--- config.mk ---
export PLATFORM = sky130hd
export DESIGN_NAME = key_debounce_press_classifier_unit
export DESIGN_NICKNAME = d
export VERILOG_FILES = /design/src/rtl/kdpc_pkg.sv /design/src/rtl/kdpc_core.sv /design/src/rtl/kdpc_res_fifo.sv /design/src/rtl/key_debounce_press_classifier_unit.sv
export SDC_FILE = /design/constraint.sdc
export NUM_CORES = 1
export LEC_CHECK = 0
export BUFFER_PORTS_ARGS = -buffer_cell sky130_fd_sc_hd__buf_2
export CORE_MARGIN = 4
export CORE_UTILIZATION = 55
export CTS_BUF_LIST = sky130_fd_sc_hd__clkbuf_4
export CTS_CLUSTER_DIAMETER = 60
export CTS_CLUSTER_SIZE = 30
export DETAILED_ROUTE_END_ITERATION = 16
export PLACE_DENSITY = 0.71
export SLEW_MARGIN = 20
export SYNTH_ARGS = -nofsm -noshare
export SYNTH_HDL_FRONTEND = slang
export SYNTH_HIERARCHICAL = 1
export SYNTH_SLANG_ARGS = --single-unit
export TNS_END_PERCENT = 5
--- constraint.sdc ---
create_clock -name clk -period 9.4 [get_ports clk]
set_input_delay 0.47 -clock clk [delete_from_list [all_inputs] [get_ports clk]]
set_output_delay 0.47 -clock clk [all_outputs]
set_load 0.02 [all_outputs]
--- src/rtl/kdpc_pkg.sv ---
package kdpc_pkg;

    // Event codes
    localparam logic [1:0] EV_PRESSED  = 2'd0;
    localparam logic [1:0] EV_RELEASED = 2'd1;
    localparam logic [1:0] EV_SHORT    = 2'd2;
    localparam logic [1:0] EV_LONG     = 2'd3;

    // Phase codes
    localparam logic [1:0] PH_IDLE     = 2'd0;
    localparam logic [1:0] PH_DEBOUNCE = 2'd1;
    localparam logic [1:0] PH_STABLE   = 2'd2;

    // Configuration register indexes
    localparam logic [1:0] CFG_PRESS_POLARITY  = 2'd0;
    localparam logic [1:0] CFG_DEBOUNCE_TIME   = 2'd1;
    localparam logic [1:0] CFG_LONG_PRESS_TIME = 2'd2;

    // Configuration reset values
    localparam logic        PRESS_POLARITY_RST  = 1'b0;
    localparam logic [15:0] DEBOUNCE_TIME_RST   = 16'd20;
    localparam logic [15:0] LONG_PRESS_TIME_RST = 16'd1000;

    // Result queue geometry
    localparam int RES_DEPTH   = 4;
    localparam int RES_PTR_W   = 2;
    localparam int RES_CNT_W   = 3;

    typedef struct packed {
        logic        pin_level;
        logic [31:0] now_tick;
    } in_item_t;

    typedef struct packed {
        logic [1:0] event_code;
        logic       last_in_run;
    } out_item_t;

    typedef struct packed {
        logic        press_polarity;
        logic [15:0] debounce_time;
        logic [15:0] long_press_time;
    } cfg_t;

    typedef struct packed {
        logic [1:0] count;
        out_item_t  first;
        out_item_t  second;
    } events_t;

endpackage

--- src/rtl/kdpc_core.sv ---
module kdpc_core #(
    parameter int TICK_WIDTH = 32
) (
    input  logic              clk,
    input  logic              rst_n,
    input  logic              advance,
    input  kdpc_pkg::in_item_t item,
    input  kdpc_pkg::cfg_t    cfg,
    output kdpc_pkg::events_t ev
);

    logic [1:0]            phase_reg,        phase_next;
    logic                  settled_reg,      settled_next;
    logic [TICK_WIDTH-1:0] change_start_reg, change_start_next;
    logic [TICK_WIDTH-1:0] press_start_reg,  press_start_next;
    logic                  long_rep_reg,     long_rep_next;

    logic                  raw;
    logic [TICK_WIDTH-1:0] tick;
    logic [TICK_WIDTH-1:0] change_age;
    logic [TICK_WIDTH-1:0] press_age;
    logic                  debounce_done;
    logic                  long_done;

    assign raw           = cfg.press_polarity ? item.pin_level : ~item.pin_level;
    assign tick          = TICK_WIDTH'(item.now_tick);
    assign change_age    = tick - change_start_reg;
    assign press_age     = tick - press_start_reg;
    assign debounce_done = change_age >= TICK_WIDTH'(cfg.debounce_time);
    assign long_done     = press_age >= TICK_WIDTH'(cfg.long_press_time);

    always_comb
    begin
        phase_next        = phase_reg;
        settled_next      = settled_reg;
        change_start_next = change_start_reg;
        press_start_next  = press_start_reg;
        long_rep_next     = long_rep_reg;
        ev.count          = 2'd0;
        ev.first          = '{event_code: kdpc_pkg::EV_PRESSED, last_in_run: 1'b1};
        ev.second         = '{event_code: kdpc_pkg::EV_SHORT, last_in_run: 1'b1};
        if (advance)
        begin
            case (phase_reg)
                kdpc_pkg::PH_IDLE:
                begin
                    if (raw != settled_reg)
                    begin
                        phase_next        = kdpc_pkg::PH_DEBOUNCE;
                        change_start_next = tick;
                    end
                end
                kdpc_pkg::PH_DEBOUNCE:
                begin
                    if (raw != settled_reg)
                    begin
                        if (debounce_done)
                        begin
                            settled_next = raw;
                            phase_next   = kdpc_pkg::PH_STABLE;
                            if (raw)
                            begin
                                press_start_next = tick;
                                long_rep_next    = 1'b0;
                                ev.count         = 2'd1;
                                ev.first.event_code = kdpc_pkg::EV_PRESSED;
                            end
                            else if (!long_rep_reg)
                            begin
                                ev.count = 2'd2;
                                ev.first  = '{event_code: kdpc_pkg::EV_RELEASED,
                                              last_in_run: 1'b0};
                            end
                            else
                            begin
                                ev.count = 2'd1;
                                ev.first.event_code = kdpc_pkg::EV_RELEASED;
                            end
                        end
                    end
                    else
                    begin
                        // bounce back to the settled level
                        phase_next = settled_reg ? kdpc_pkg::PH_STABLE : kdpc_pkg::PH_IDLE;
                    end
                end
                kdpc_pkg::PH_STABLE:
                begin
                    if (raw != settled_reg)
                    begin
                        phase_next        = kdpc_pkg::PH_DEBOUNCE;
                        change_start_next = tick;
                    end
                    else if (raw && !long_rep_reg && long_done)
                    begin
                        long_rep_next       = 1'b1;
                        ev.count            = 2'd1;
                        ev.first.event_code = kdpc_pkg::EV_LONG;
                    end
                end
                default:
                begin
                    phase_next = kdpc_pkg::PH_IDLE;
                end
            endcase
        end
    end

    always_ff @(posedge clk or negedge rst_n)
    begin
        if (!rst_n)
        begin
            phase_reg        <= kdpc_pkg::PH_IDLE;
            settled_reg      <= 1'b0;
            change_start_reg <= '0;
            press_start_reg  <= '0;
            long_rep_reg     <= 1'b0;
        end
        else
        begin
            phase_reg        <= phase_next;
            settled_reg      <= settled_next;
            change_start_reg <= change_start_next;
            press_start_reg  <= press_start_next;
            long_rep_reg     <= long_rep_next;
        end
    end

endmodule

--- src/rtl/kdpc_res_fifo.sv ---
module kdpc_res_fifo (
    input  logic                clk,
    input  logic                rst_n,
    input  kdpc_pkg::events_t   ev,
    input  logic                pop,
    output logic                has_room,
    output logic                not_empty,
    output kdpc_pkg::out_item_t head
);

    kdpc_pkg::out_item_t                mem_reg [kdpc_pkg::RES_DEPTH];
    logic [kdpc_pkg::RES_PTR_W-1:0]     wr_ptr_reg, wr_ptr_next;
    logic [kdpc_pkg::RES_PTR_W-1:0]     rd_ptr_reg, rd_ptr_next;
    logic [kdpc_pkg::RES_CNT_W-1:0]     count_reg,  count_next;
    logic [kdpc_pkg::RES_PTR_W-1:0]     wr_ptr_b;

    assign wr_ptr_b  = wr_ptr_reg + 1'b1;
    assign has_room  = count_reg <= kdpc_pkg::RES_CNT_W'(kdpc_pkg::RES_DEPTH - 2);
    assign not_empty = count_reg != '0;
    assign head      = mem_reg[rd_ptr_reg];

    always_comb
    begin
        wr_ptr_next = wr_ptr_reg + kdpc_pkg::RES_PTR_W'(ev.count);
        rd_ptr_next = rd_ptr_reg + kdpc_pkg::RES_PTR_W'(pop);
        count_next  = count_reg + kdpc_pkg::RES_CNT_W'(ev.count)
                    - kdpc_pkg::RES_CNT_W'(pop);
    end

    always_ff @(posedge clk)
    begin
        if (ev.count != 2'd0)
        begin
            mem_reg[wr_ptr_reg] <= ev.first;
        end
        if (ev.count == 2'd2)
        begin
            mem_reg[wr_ptr_b] <= ev.second;
        end
    end

    always_ff @(posedge clk or negedge rst_n)
    begin
        if (!rst_n)
        begin
            wr_ptr_reg <= '0;
            rd_ptr_reg <= '0;
            count_reg  <= '0;
        end
        else
        begin
            wr_ptr_reg <= wr_ptr_next;
            rd_ptr_reg <= rd_ptr_next;
            count_reg  <= count_next;
        end
    end

endmodule

--- src/rtl/key_debounce_press_classifier_unit.sv ---
// Path: an accepted request waits in the input register until the result queue has
// room for two results, then steps the phase machine; its results go to the queue.
// Throughput: one request per cycle while each request yields at most one result
// and the output does not stall, as the four-entry result queue drains one result
// a cycle and so sets the rate. A release with a short press yields two results.
// Reset (rst_n, async, active low) clears the phase machine, the queue pointers
// and the configuration registers to their defaults; no clearing pass is needed.
module key_debounce_press_classifier_unit #(
    parameter int TICK_WIDTH = 32
) (
    input  logic                clk,
    input  logic                rst_n,
    // input requests
    input  logic                in_valid,
    output logic                in_stall,
    input  kdpc_pkg::in_item_t  in_item,
    // result requests
    output logic                out_valid,
    input  logic                out_stall,
    output kdpc_pkg::out_item_t out_item,
    // configuration writes
    input  logic                cfg_valid,
    output logic                cfg_ready,
    input  logic [1:0]          cfg_index,
    input  logic [15:0]         cfg_data
);

    // Input register: holds one accepted request until the queue can take
    // whatever it produces (up to two results).
    logic               s1_valid_reg, s1_valid_next;
    kdpc_pkg::in_item_t s1_item_reg;

    kdpc_pkg::cfg_t     cfg_reg, cfg_next;
    kdpc_pkg::events_t  ev;

    logic in_accept;
    logic advance;
    logic has_room;
    logic pop;

    // Config writes are always taken; an index past the list is dropped.
    assign cfg_ready = 1'b1;

    always_comb
    begin
        cfg_next = cfg_reg;
        if (cfg_valid)
        begin
            case (cfg_index)
                kdpc_pkg::CFG_PRESS_POLARITY:  cfg_next.press_polarity  = cfg_data[0];
                kdpc_pkg::CFG_DEBOUNCE_TIME:   cfg_next.debounce_time   = cfg_data;
                kdpc_pkg::CFG_LONG_PRESS_TIME: cfg_next.long_press_time = cfg_data;
                default:                       cfg_next = cfg_reg;
            endcase
        end
    end

    always_ff @(posedge clk or negedge rst_n)
    begin
        if (!rst_n)
        begin
            cfg_reg.press_polarity  <= kdpc_pkg::PRESS_POLARITY_RST;
            cfg_reg.debounce_time   <= kdpc_pkg::DEBOUNCE_TIME_RST;
            cfg_reg.long_press_time <= kdpc_pkg::LONG_PRESS_TIME_RST;
        end
        else
        begin
            cfg_reg <= cfg_next;
        end
    end

    // Advance the held request into the phase machine only when the queue has
    // space for the worst case; otherwise stall the input side.
    assign advance       = s1_valid_reg && has_room;
    assign in_stall      = s1_valid_reg && !has_room;
    assign in_accept     = in_valid && !in_stall;
    assign s1_valid_next = in_accept || (s1_valid_reg && !advance);

    always_ff @(posedge clk or negedge rst_n)
    begin
        if (!rst_n)
        begin
            s1_valid_reg <= 1'b0;
        end
        else
        begin
            s1_valid_reg <= s1_valid_next;
        end
    end

    always_ff @(posedge clk)
    begin
        if (in_accept)
        begin
            s1_item_reg <= in_item;
        end
    end

    kdpc_core #(
        .TICK_WIDTH (TICK_WIDTH)
    ) u_core (
        .clk     (clk),
        .rst_n   (rst_n),
        .advance (advance),
        .item    (s1_item_reg),
        .cfg     (cfg_reg),
        .ev      (ev)
    );

    // Drop one result from the queue head whenever the output side takes it.
    assign pop = out_valid && !out_stall;

    kdpc_res_fifo u_res_fifo (
        .clk       (clk),
        .rst_n     (rst_n),
        .ev        (ev),
        .pop       (pop),
        .has_room  (has_room),
        .not_empty (out_valid),
        .head      (out_item)
    );

`ifndef SYNTHESIS
    // Two results from one scan are always a release followed by a short press.
    a_pair_order : assert property (@(posedge clk) disable iff (!rst_n)
        ev.count == 2'd2 |-> ev.first.event_code == kdpc_pkg::EV_RELEASED &&
                             ev.second.event_code == kdpc_pkg::EV_SHORT &&
                             !ev.first.last_in_run && ev.second.last_in_run)
        else $error("result pair is not released then short");

    // A single result always closes its run.
    a_single_last : assert property (@(posedge clk) disable iff (!rst_n)
        ev.count == 2'd1 |-> ev.first.last_in_run)
        else $error("single result not marked last");

    // Results come only from a request that advances.
    a_no_invent : assert property (@(posedge clk) disable iff (!rst_n)
        !advance |-> ev.count == 2'd0)
        else $error("result produced without a request");

    // The input side stalls only while a request is held.
    a_stall_held : assert property (@(posedge clk) disable iff (!rst_n)
        in_stall |-> s1_valid_reg && !has_room)
        else $error("input stalled with nothing held");
`endif

endmodule

* Word level (Yosys, flattened, before mapping)
Memory sizes are Yosys's and may differ from the RTL's.
Index checks and enable logic that the tools add are counted.
** Word-level totals
- Register bits after elaboration :: 142
- RAM bits :: 12
- Output and inout bits :: 6
- Memories :: 1
** Cells by class
- $add $sub $neg :: 7
- Magnitude comparators :: 3
- Equality and inequality tests :: 13
- Multiplexer cells :: 27
- Bitwise operators :: 1
- Reduce and logical (&&, ||, !) cells :: 27
** Memories
- u_res_fifo.mem_reg :: depth 4, bits a word 3, read ports 1, clocked after memory_dff 0, write ports 2, line kdpc_res_fifo.sv:11 : kdpc_pkg::out_item_t mem_reg [kdpc_pkg::RES_DEPTH];
** Operators with widths (count)
- $ge 32x16->1 :: 2
- $sub 32x32->32 :: 2
- $mux 5 :: 3
- $mux 1 :: 13
- $mux 4 :: 3
- $ne 2x1->1 const B :: 5
- $mux 2 :: 4
- $pmux 4 s2 :: 1
- $logic_and 1x1->1 :: 7
- $reduce_and 7->1 :: 1
- $eq 2x2->1 const B :: 3
- $reduce_and 2->1 :: 3
- $reduce_and 3->1 :: 2
- $logic_not 1->1 :: 5
- $reduce_and 5->1 :: 1
- $eq 2x1->1 const B :: 2
- $logic_not 2->1 :: 2
- $pmux 2 s2 :: 1
- $reduce_and 4->1 :: 1
- $reduce_bool 2->1 :: 2
- $add 3x2->3 :: 1
- $le 3x2->1 const B :: 1
- $mux 3 :: 1
- $ne 3x2->1 const B :: 1
- other kinds (11) :: 11

* Depth between registers and ports, before layout
Gate-level depths: netlist of the first run.
- Depth in word-level cells :: 11
- Gate-level depth with buffers :: 28
- Gate-level depth less buffers :: 28

* Modules after synthesis
The synthesis of the first run kept the hierarchy.
** Modules (own cells, without submodules)
- kdpc_core :: instances 1, cells each 915, area each 7722.4 µm²
- key_debounce_press_classifier_unit :: instances 1, cells each 113, area each 2414.8 µm²
- kdpc_res_fifo :: instances 1, cells each 66, area each 1052.3 µm²

* Worst setup path before layout of the first run
OpenSTA, ideal clock, no wires.
- Path type :: register -> register
- Start point :: register s1_item_reg[0] in the netlist's numbering
- End point :: register u_res_fifo/count_reg[2] in the netlist's numbering
- Library setup time :: 123 ps
- Data arrival time :: 5869 ps
- Required time :: 9277 ps
- Slack :: 3409 ps
- Cell stages (with the launch flop) :: 28
- Period minus slack after synthesis :: 5991 ps
- Path through :: edfxtp_1 > inv_1 > ha_1 > fa_1 > nand2b_1 > a21oi_1 > o21a_1 > o21a_1 > inv_1 > o21ai_0 > xor2_1 > ha_1 > a21o_1 > a221oi_1 > o31ai_1 > a2111oi_2 > nand3_1 > or4_1 > or4_1 > nor4b_4 > and2_1 > nor3_1 > buf_2 > inv_1 > ha_1 > fa_1 > xor2_1 > xnor2_1
** RTL lines
- start: declaration :: line key_debounce_press_classifier_unit.sv:31 : kdpc_pkg::in_item_t s1_item_reg;
- start signal: assignment :: line key_debounce_press_classifier_unit.sv:95 : s1_item_reg <= in_item;
- end signal: assignment :: line kdpc_res_fifo.sv:54 : count_reg <= count_next;
- end: declaration :: line kdpc_res_fifo.sv:14 : logic [kdpc_pkg::RES_CNT_W-1:0] count_reg, count_next;

==> flow_summary.ini, run 1 <==
[worst_setup_path]
cp_max_fo = 9
r2r_start = s1_item_reg[3]$_DFFE_PP_
regToRegSetupSlack_ns = 2.68
reg2regPathDepth = 23
endpoint_kind = flip-flop
crit_start = s1_item_reg[3]$_DFFE_PP_
critPathRequiredTime_ns = 9.90
start_kind = flip-flop
arrival_ns = 7.22
worstReg2RegEnd = u_res_fifo/count_reg[2]$_DFF_PN0_
critPathKind = reg2reg
crit_end = u_res_fifo/count_reg[2]$_DFF_PN0_

[synth]
yosysTopAreaCell = dfrtp_1
synth_most_common_cell = inv_1
synth.cell_area_mm2 = 0.0112
ys_warn_count = 6
synth-edff-count = 45
synth_top_area_share_pct = 22.6
synth_common_cells = 118 x inv_1, 104 x ha_1, 101 x dfrtp_1, 70 x a21oi_1, 60 x nand2_1
synthArstFlopShare_pct = 70.8
syn-mean-instance-area_um2 = 10.2
synth-seq-cells = 154
syn_inst = 1094
ys_seq_area_share_pct = 36.5
synth_cell_type_count = 74
synth_top_cells_by_area = dfrtp_1 23%, edfxtp_1 12%, ha_1 12%, mux2_4 7.4%, mux2_2 5.4%
synth-main-ff-cell = dfrtp_1

[routing]
first_pass_iters = 5
drtIter0Drc = 532
routed_via_density = 5.92
drtAntennaViolNets = 0
vias = 8438
finalWirelength_um = 25800
drc = 0
post_drt_wl_per_cell_um = 18.1

[flow_run]
max-cap-violations = 0

[place]
place_congestion = 0.918
dp_hpwl_um = 19700
port_buffers = 60
place_ws_ns = 2.75

[power_and_ir_drop]
power-per-cell-area_mw_per_mm2 = 369
pwr-share-comb_pct = 65.0
p_sw_uw = 2050
p_int_uw = 2380
ir_drop_uv = 258
pwr-share-clk_pct = 10.1
seq_power_share_pct = 24.9
swShare_pct = 46.3
power.static_leakage_uw = 0.00546
power_uw = 4430

[clock_tree]
htreeDepth = 4
hold_buffers = 1
clk_pin_slew_ns = 0.14
clk_latency_ns = 0.57
cts_root_buf = clkbuf_4
tritoncts = yes
numCtsBuffers = 17
cts_resized = 0
post_cts_buffers = 0
clock_sinks = 154
clk_path_buf_depth = 2

[global_route]
grt_pass1_wl_um = 42300
grtUsageTotal_pct = 23.6
grt_pass1_vias = 8371
overflow = 0
antenna_found_initial = 1
grt_max_degree = 61

[cells_and_area]
layout-drive-gt1-share_pct = 20.8
post-route-util_pct = 60.9
final_nets = 1309
syn_to_final_growth_pct = 7.23

[die]
die_h_um = 151
dieArea_mm2 = 0.0227
die_w_um = 151
rows = 51
initial_core_util_pct = 56.7
core_mm2 = 0.0197
io_pins = 62

[outcome]
status = complete, no violations

[timing]
maxSlewHeadroom_pct = 36.4
fin_ws_ns = 2.68
skew_ns = 0.0252
fmax_ghz = 0.149
finalMaxSlewViolations = 0
holdWs_ns = 0.0660
tightest_slew_ns = 0.954
fin_crit_ns = 6.72
hold_viol_final = 0
grt_setup_unrepaired = false
setup_tns_ns = 0
setup_violations = 0
fin_crit_sh_pct = 71.5

[worst_hold_path]
min-delay-path-class = in2reg
==> critical path, cell delays in order, from the launching register on <==
cell and delay, ns:
edfxtp_1 0.46, ha_1 0.40, o211ai_1 0.11, a21o_1 0.19, a211o_1 0.28, a311oi_1 0.62, nand4_1 0.16, nand2_1 0.12
xor2_1 0.16, ha_1 0.27, a221oi_1 0.30, o31ai_1 0.14, a2111oi_2 0.24, nand3_1 0.11, or4_1 0.51, or4_1 0.53
nor4b_4 0.55, and2_1 0.29, nor3_1 0.17, inv_1 0.09, ha_1 0.24, fa_1 0.39, xor2_1 0.19, xnor2_1 0.14
==> layout make-up <==
type | count | area (um2)
inverters | 118 | 443
clock buffers | 19 | 143
multi-input cells | 789 | 6470
fillers | 1647 | 7720
clock inverters | 13 | 169
repair buffers | 66 | 350
diodes | 1 | 2.50
flip-flops and latches | 154 | 4090
well taps | 265 | 332
==> logic make-up after synthesis <==
| logic type | share of synthesized area (%) |
|---|---|
| other | 0.101 |
| adder cells (fa/ha/maj) | 12.2 |
| buffers and inverters | 5.74 |
| AND/OR/NAND/NOR | 12.1 |
| multiplexers | 14.0 |
| flip-flops | 36.5 |
| XOR/XNOR | 3.52 |
| AO/OA/AOI/OAI | 15.8 |
==> layout by cell type, fill, tap and decap left out, types with 4 or more instances in the layout <==
cell / synthesis / routed
nor4_1: 5 / 5
xor2_1: 18 / 18
a2111oi_0: 4 / 4
clkbuf_4: 0 / 19
a21oi_1: 70 / 70
mux2_4: 55 / 55
xnor2_1: 27 / 27
a21o_1: 25 / 25
dfstp_2: 8 / 8
o31ai_1: 6 / 6
nand3_1: 18 / 18
mux2i_1: 7 / 7
dfrtp_1: 101 / 101
nand2_1: 60 / 60
conb_1: 3 / 4
inv_1: 118 / 118
or2_2: 4 / 4
o21a_1: 19 / 19
nand4_1: 20 / 20
edfxtp_1: 45 / 45
o211ai_1: 7 / 7
nor2b_1: 15 / 15
and2_1: 12 / 11
and3_1: 8 / 8
mux2_2: 54 / 54
a211o_1: 4 / 4
a31oi_1: 14 / 14
nand2b_1: 10 / 10
nor2_1: 53 / 53
buf_4: 4 / 6
ha_1: 104 / 104
nor3_1: 15 / 15
buf_2: 3 / 59
o2bb2ai_1: 4 / 4
o21ai_0: 49 / 49
o31a_1: 7 / 7
or3_1: 6 / 6
a211oi_1: 13 / 13
==> worst min path at each step <==
stage / startpoint / to / slack (ns) / cells past startpoint
2_1_floorplan: rst_n / cfg_reg[0]$_DFFE_PN0P_ / 0.17 / 0
6_report: in_item[29] / s1_item_reg[29]$_DFFE_PP_ / 0.07 / 1
3_3_place_gp: u_core/change_start_reg[0]$_DFFE_PN0P_ / u_core/change_start_reg[0]$_DFFE_PN0P_ / 0.47 / 2
5_1_grt: in_item[27] / s1_item_reg[27]$_DFFE_PP_ / 0.004 / 1
3_5_place_dp: u_core/change_start_reg[0]$_DFFE_PN0P_ / u_core/change_start_reg[0]$_DFFE_PN0P_ / 0.48 / 2
4_1_cts: in_item[2] / s1_item_reg[2]$_DFFE_PP_ / 0.009 / 1
==> per-stage QoR <==
step	cell area (um2)	cells
2_1_floorplan	11200	1095
3_3_place_gp	11700	1391
3_5_place_dp	11700	1391
4_1_cts	12000	1424
5_1_grt	12000	1425
6_report	12000	1425
==> metal layers <==
layer / vias up / track usage [%] / routed length, um
li1: 4084 / - / -
met1: 4124 / 32.2 / 11700
met2: 193 / 38.3 / 12100
met3: 37 / 5.06 / 1410
met4: 0 / 6.39 / 532
met5: - / 0 / 0
==> power by group through the flow <==
stage | clock network, uW | registers [uW] | logic [uW]
after floorplan | 0 | 1050 | 2230
after global placement | 0 | 1100 | 2790
after detailed placement | 0 | 1110 | 2830
after CTS | 467 | 1100 | 2850
after global routing | 490 | 1130 | 3220
final | 449 | 1100 | 2880
Note: power is estimated with default switching activity, not from simulation.
==> run 2, diff against run 1 <==
--- a/config.mk
+++ b/config.mk
@@ -5,6 +5,7 @@
 export SDC_FILE = /design/constraint.sdc
 export NUM_CORES = 1
 export LEC_CHECK = 0
+export ABC_AREA = 1
 export BUFFER_PORTS_ARGS = -buffer_cell sky130_fd_sc_hd__buf_2
 export CORE_MARGIN = 4
 export CORE_UTILIZATION = 55
==> constraint.sdc (replaced) <==
create_clock -name clk -period 6.2 [get_ports clk]
set_input_delay 0.31 -clock clk [delete_from_list [all_inputs] [get_ports clk]]
set_output_delay 0.31 -clock clk [all_outputs]
set_load 0.02 [all_outputs]
==> flow_summary.ini, run 2 <==
[timing]
setup_tns_ns = 0
finalMaxSlewViolations = 0
maxSlewHeadroom_pct = 30.2
grt_setup_unrepaired = false
fin_crit_ns = 4.84
setup_violations = 0
hold_viol_final = 0
fmax_ghz = 0.207
skew_ns = 0.0375
fin_crit_sh_pct = 78.0
tightest_slew_ns = 1.04

[cells_and_area]
final_common_cell = nand2_1
post-route-cell-area_mm2 = 0.0140
layout-drive-gt1-share_pct = 10.7
multi_input_area_mm2 = 0.00697
most-common-layout-cells = 618 x nand2_1, 384 x inv_1, 130 x nor2_1
final_nets = 2126
syn_to_final_growth_pct = 9.78
nFillCells = 2135
regArea_mm2 = 0.00409
post-route-util_pct = 61.6

[outcome]
status = complete, no violations

[die]
die_h_um = 160
io_pins = 62
core_mm2 = 0.0228
rows = 55
die_w_um = 160
initial_core_util_pct = 56.1
dieArea_mm2 = 0.0258

[power_and_ir_drop]
seq_power_share_pct = 22.9
power-per-cell-area_mw_per_mm2 = 503
power.static_leakage_uw = 0.00782
pwr-share-comb_pct = 67.1
pwr-share-clk_pct = 10.0
swShare_pct = 52.5
p_sw_uw = 3710
ir_drop_uv = 256
p_int_uw = 3360

[clock_tree]
clk_pin_slew_ns = 0.17
clk_latency_ns = 0.57
tritoncts = yes
htreeDepth = 4
cts_root_buf = clkbuf_4
numCtsBuffers = 17
clock_sinks = 154
cts_resized = 0
clk_path_buf_depth = 2

[routing]
post_drt_wl_per_cell_um = 14.8
first_pass_iters = 5
vias = 11816
routed_via_density = 5.16
drtIter0Drc = 1015
drc = 0
drtAntennaViolNets = 0
finalWirelength_um = 33800

[worst_setup_path]
arrival_ns = 5.28
critPathRequiredTime_ns = 6.65
endpoint_kind = flip-flop
slowest_stage = o21ai_0
critPathKind = reg2reg
cp_num_buf_inv = 3
cp_max_fo = 7
crit_family = simple AND/OR/NAND/NOR gates
crit_path_max_incr_delay_ns = 0.71
start_kind = flip-flop
timing.critical_path.mode_cell = nand2_1

[global_route]
antenna_found_initial = 1
grt_pass1_wl_um = 55300
grt_pass1_vias = 11289
grtUsageTotal_pct = 26.5
grt_max_degree = 69
overflow = 0

[synth]
ys_warn_count = 6
synth_common_cells = 618 x nand2_1, 384 x inv_1, 131 x nor2_1, 104 x ha_1, 101 x dfrtp_1
synth_cell_type_count = 46
syn-mean-instance-area_um2 = 6.86
synth_top_cells_by_area = dfrtp_1 20%, nand2_1 18%, inv_1 11%, edfxtp_1 11%, ha_1 10%
syn_inst = 1865
synthArstFlopShare_pct = 70.8
synth-seq-cells = 154
synth-edff-count = 45
synth.cell_area_mm2 = 0.0128
synth-main-ff-cell = dfrtp_1
ys_seq_area_share_pct = 32.0
synth_top_area_share_pct = 19.8
synth_most_common_cell = nand2_1
yosysTopAreaCell = dfrtp_1

[place]
place_congestion = 0.952
dpl_cell_area_mm2 = 0.0133
dp_hpwl_um = 26800
port_buffers = 60

[worst_hold_path]
min-delay-path-class = in2reg

[flow_run]
max-cap-violations = 0
[run 2: final timing paths]
kind,slack [ns],startpoint,cells after the start,endpoint
worst max register to register,1.36,s1_item_reg[1]$_DFFE_PP_,28,u_res_fifo/count_reg[2]$_DFF_PN0_
worst min-delay path,0.07,cfg_data[12],3,cfg_reg[12]$_DFFE_PN0P_
min in group asynchronous,0.23,rst_n,2,cfg_reg[11]$_DFFE_PN0P_
worst max-delay path,1.36,s1_item_reg[1]$_DFFE_PP_,28,u_res_fifo/count_reg[2]$_DFF_PN0_
max in group asynchronous,4.58,rst_n,3,u_core/settled_reg$_DFFE_PN0P_
worst min register to register,0.47,cfg_reg[18]$_DFFE_PN1P_,2,cfg_reg[18]$_DFFE_PN1P_
[run 2: cells by family after synthesis]
family	Yosys count	share of synthesized area (%)
AND/OR/NAND/NOR	1002	34.7
buffers and inverters	421	13.6
flip-flops	154	32.0
AO/OA/AOI/OAI	145	6.72
adder cells (fa/ha/maj)	107	10.6
XOR/XNOR	33	2.26
other	3	0.0881
[run 2: layout make-up]
| class | instances | share of cell area [%] |
|---|---|---|
| well taps | 313 | 2.79 |
| inverters | 390 | 10.5 |
| diodes | 1 | 0.0178 |
| clock buffers | 17 | 0.909 |
| clock inverters | 15 | 1.35 |
| repair buffers | 109 | 5.60 |
| flip-flops and latches | 154 | 29.1 |
| multi-input cells | 1291 | 49.7 |
[run 2: through the flow]
step                      total power, uW  cells  setup slack (ns)  hold WS, ns
after detailed placement             6280   2211              1.44        0.331
after CTS                            7030   2287              1.38     0.000219
after global routing                 7840   2290             0.917      0.00469
after global placement               6160   2211              1.50        0.324
after floorplan                      5160   1866              2.11       0.0144
final                                7070   2290              1.36       0.0726
[run 2: what timing repair did]
| action | CTS | global route |
|---|---|---|
| hold endpoints to repair | 78 | 2 |
| hold buffers | 44 | 2 |
| buffers inserted | 0 | 0 |
[run 2: worst reg2reg max path: cells and delay by family (launching register included)]
family	cells	cell delay [ns]
compound gates	2	0.77
xor+xnor	1	0.28
fa+ha+maj	4	1.41
buf+inv	3	0.33
flops	1	0.46
simple gates	18	1.49
[run 2: routing by layer]
| layer | track usage (%) | up-vias | wire length [um] |
|---|---|---|---|
| met4 | 8.53 | 0 | 1100 |
| met5 | 0 | - | 0 |
| li1 | - | 5964 | - |
| met3 | 4.11 | 86 | 2110 |
| met2 | 42.6 | 351 | 15300 |
| met1 | 36.9 | 5415 | 15300 |
[run 2: power groups by stage]
stage / Combinational, uW / Sequential, uW / Clock [uW]
2_1_floorplan: 3610 / 1550 / 0
3_3_place_gp: 4530 / 1630 / 0
3_5_place_dp: 4640 / 1630 / 0
4_1_cts: 4690 / 1610 / 726
5_1_grt: 5420 / 1650 / 768
6_report: 4740 / 1620 / 706
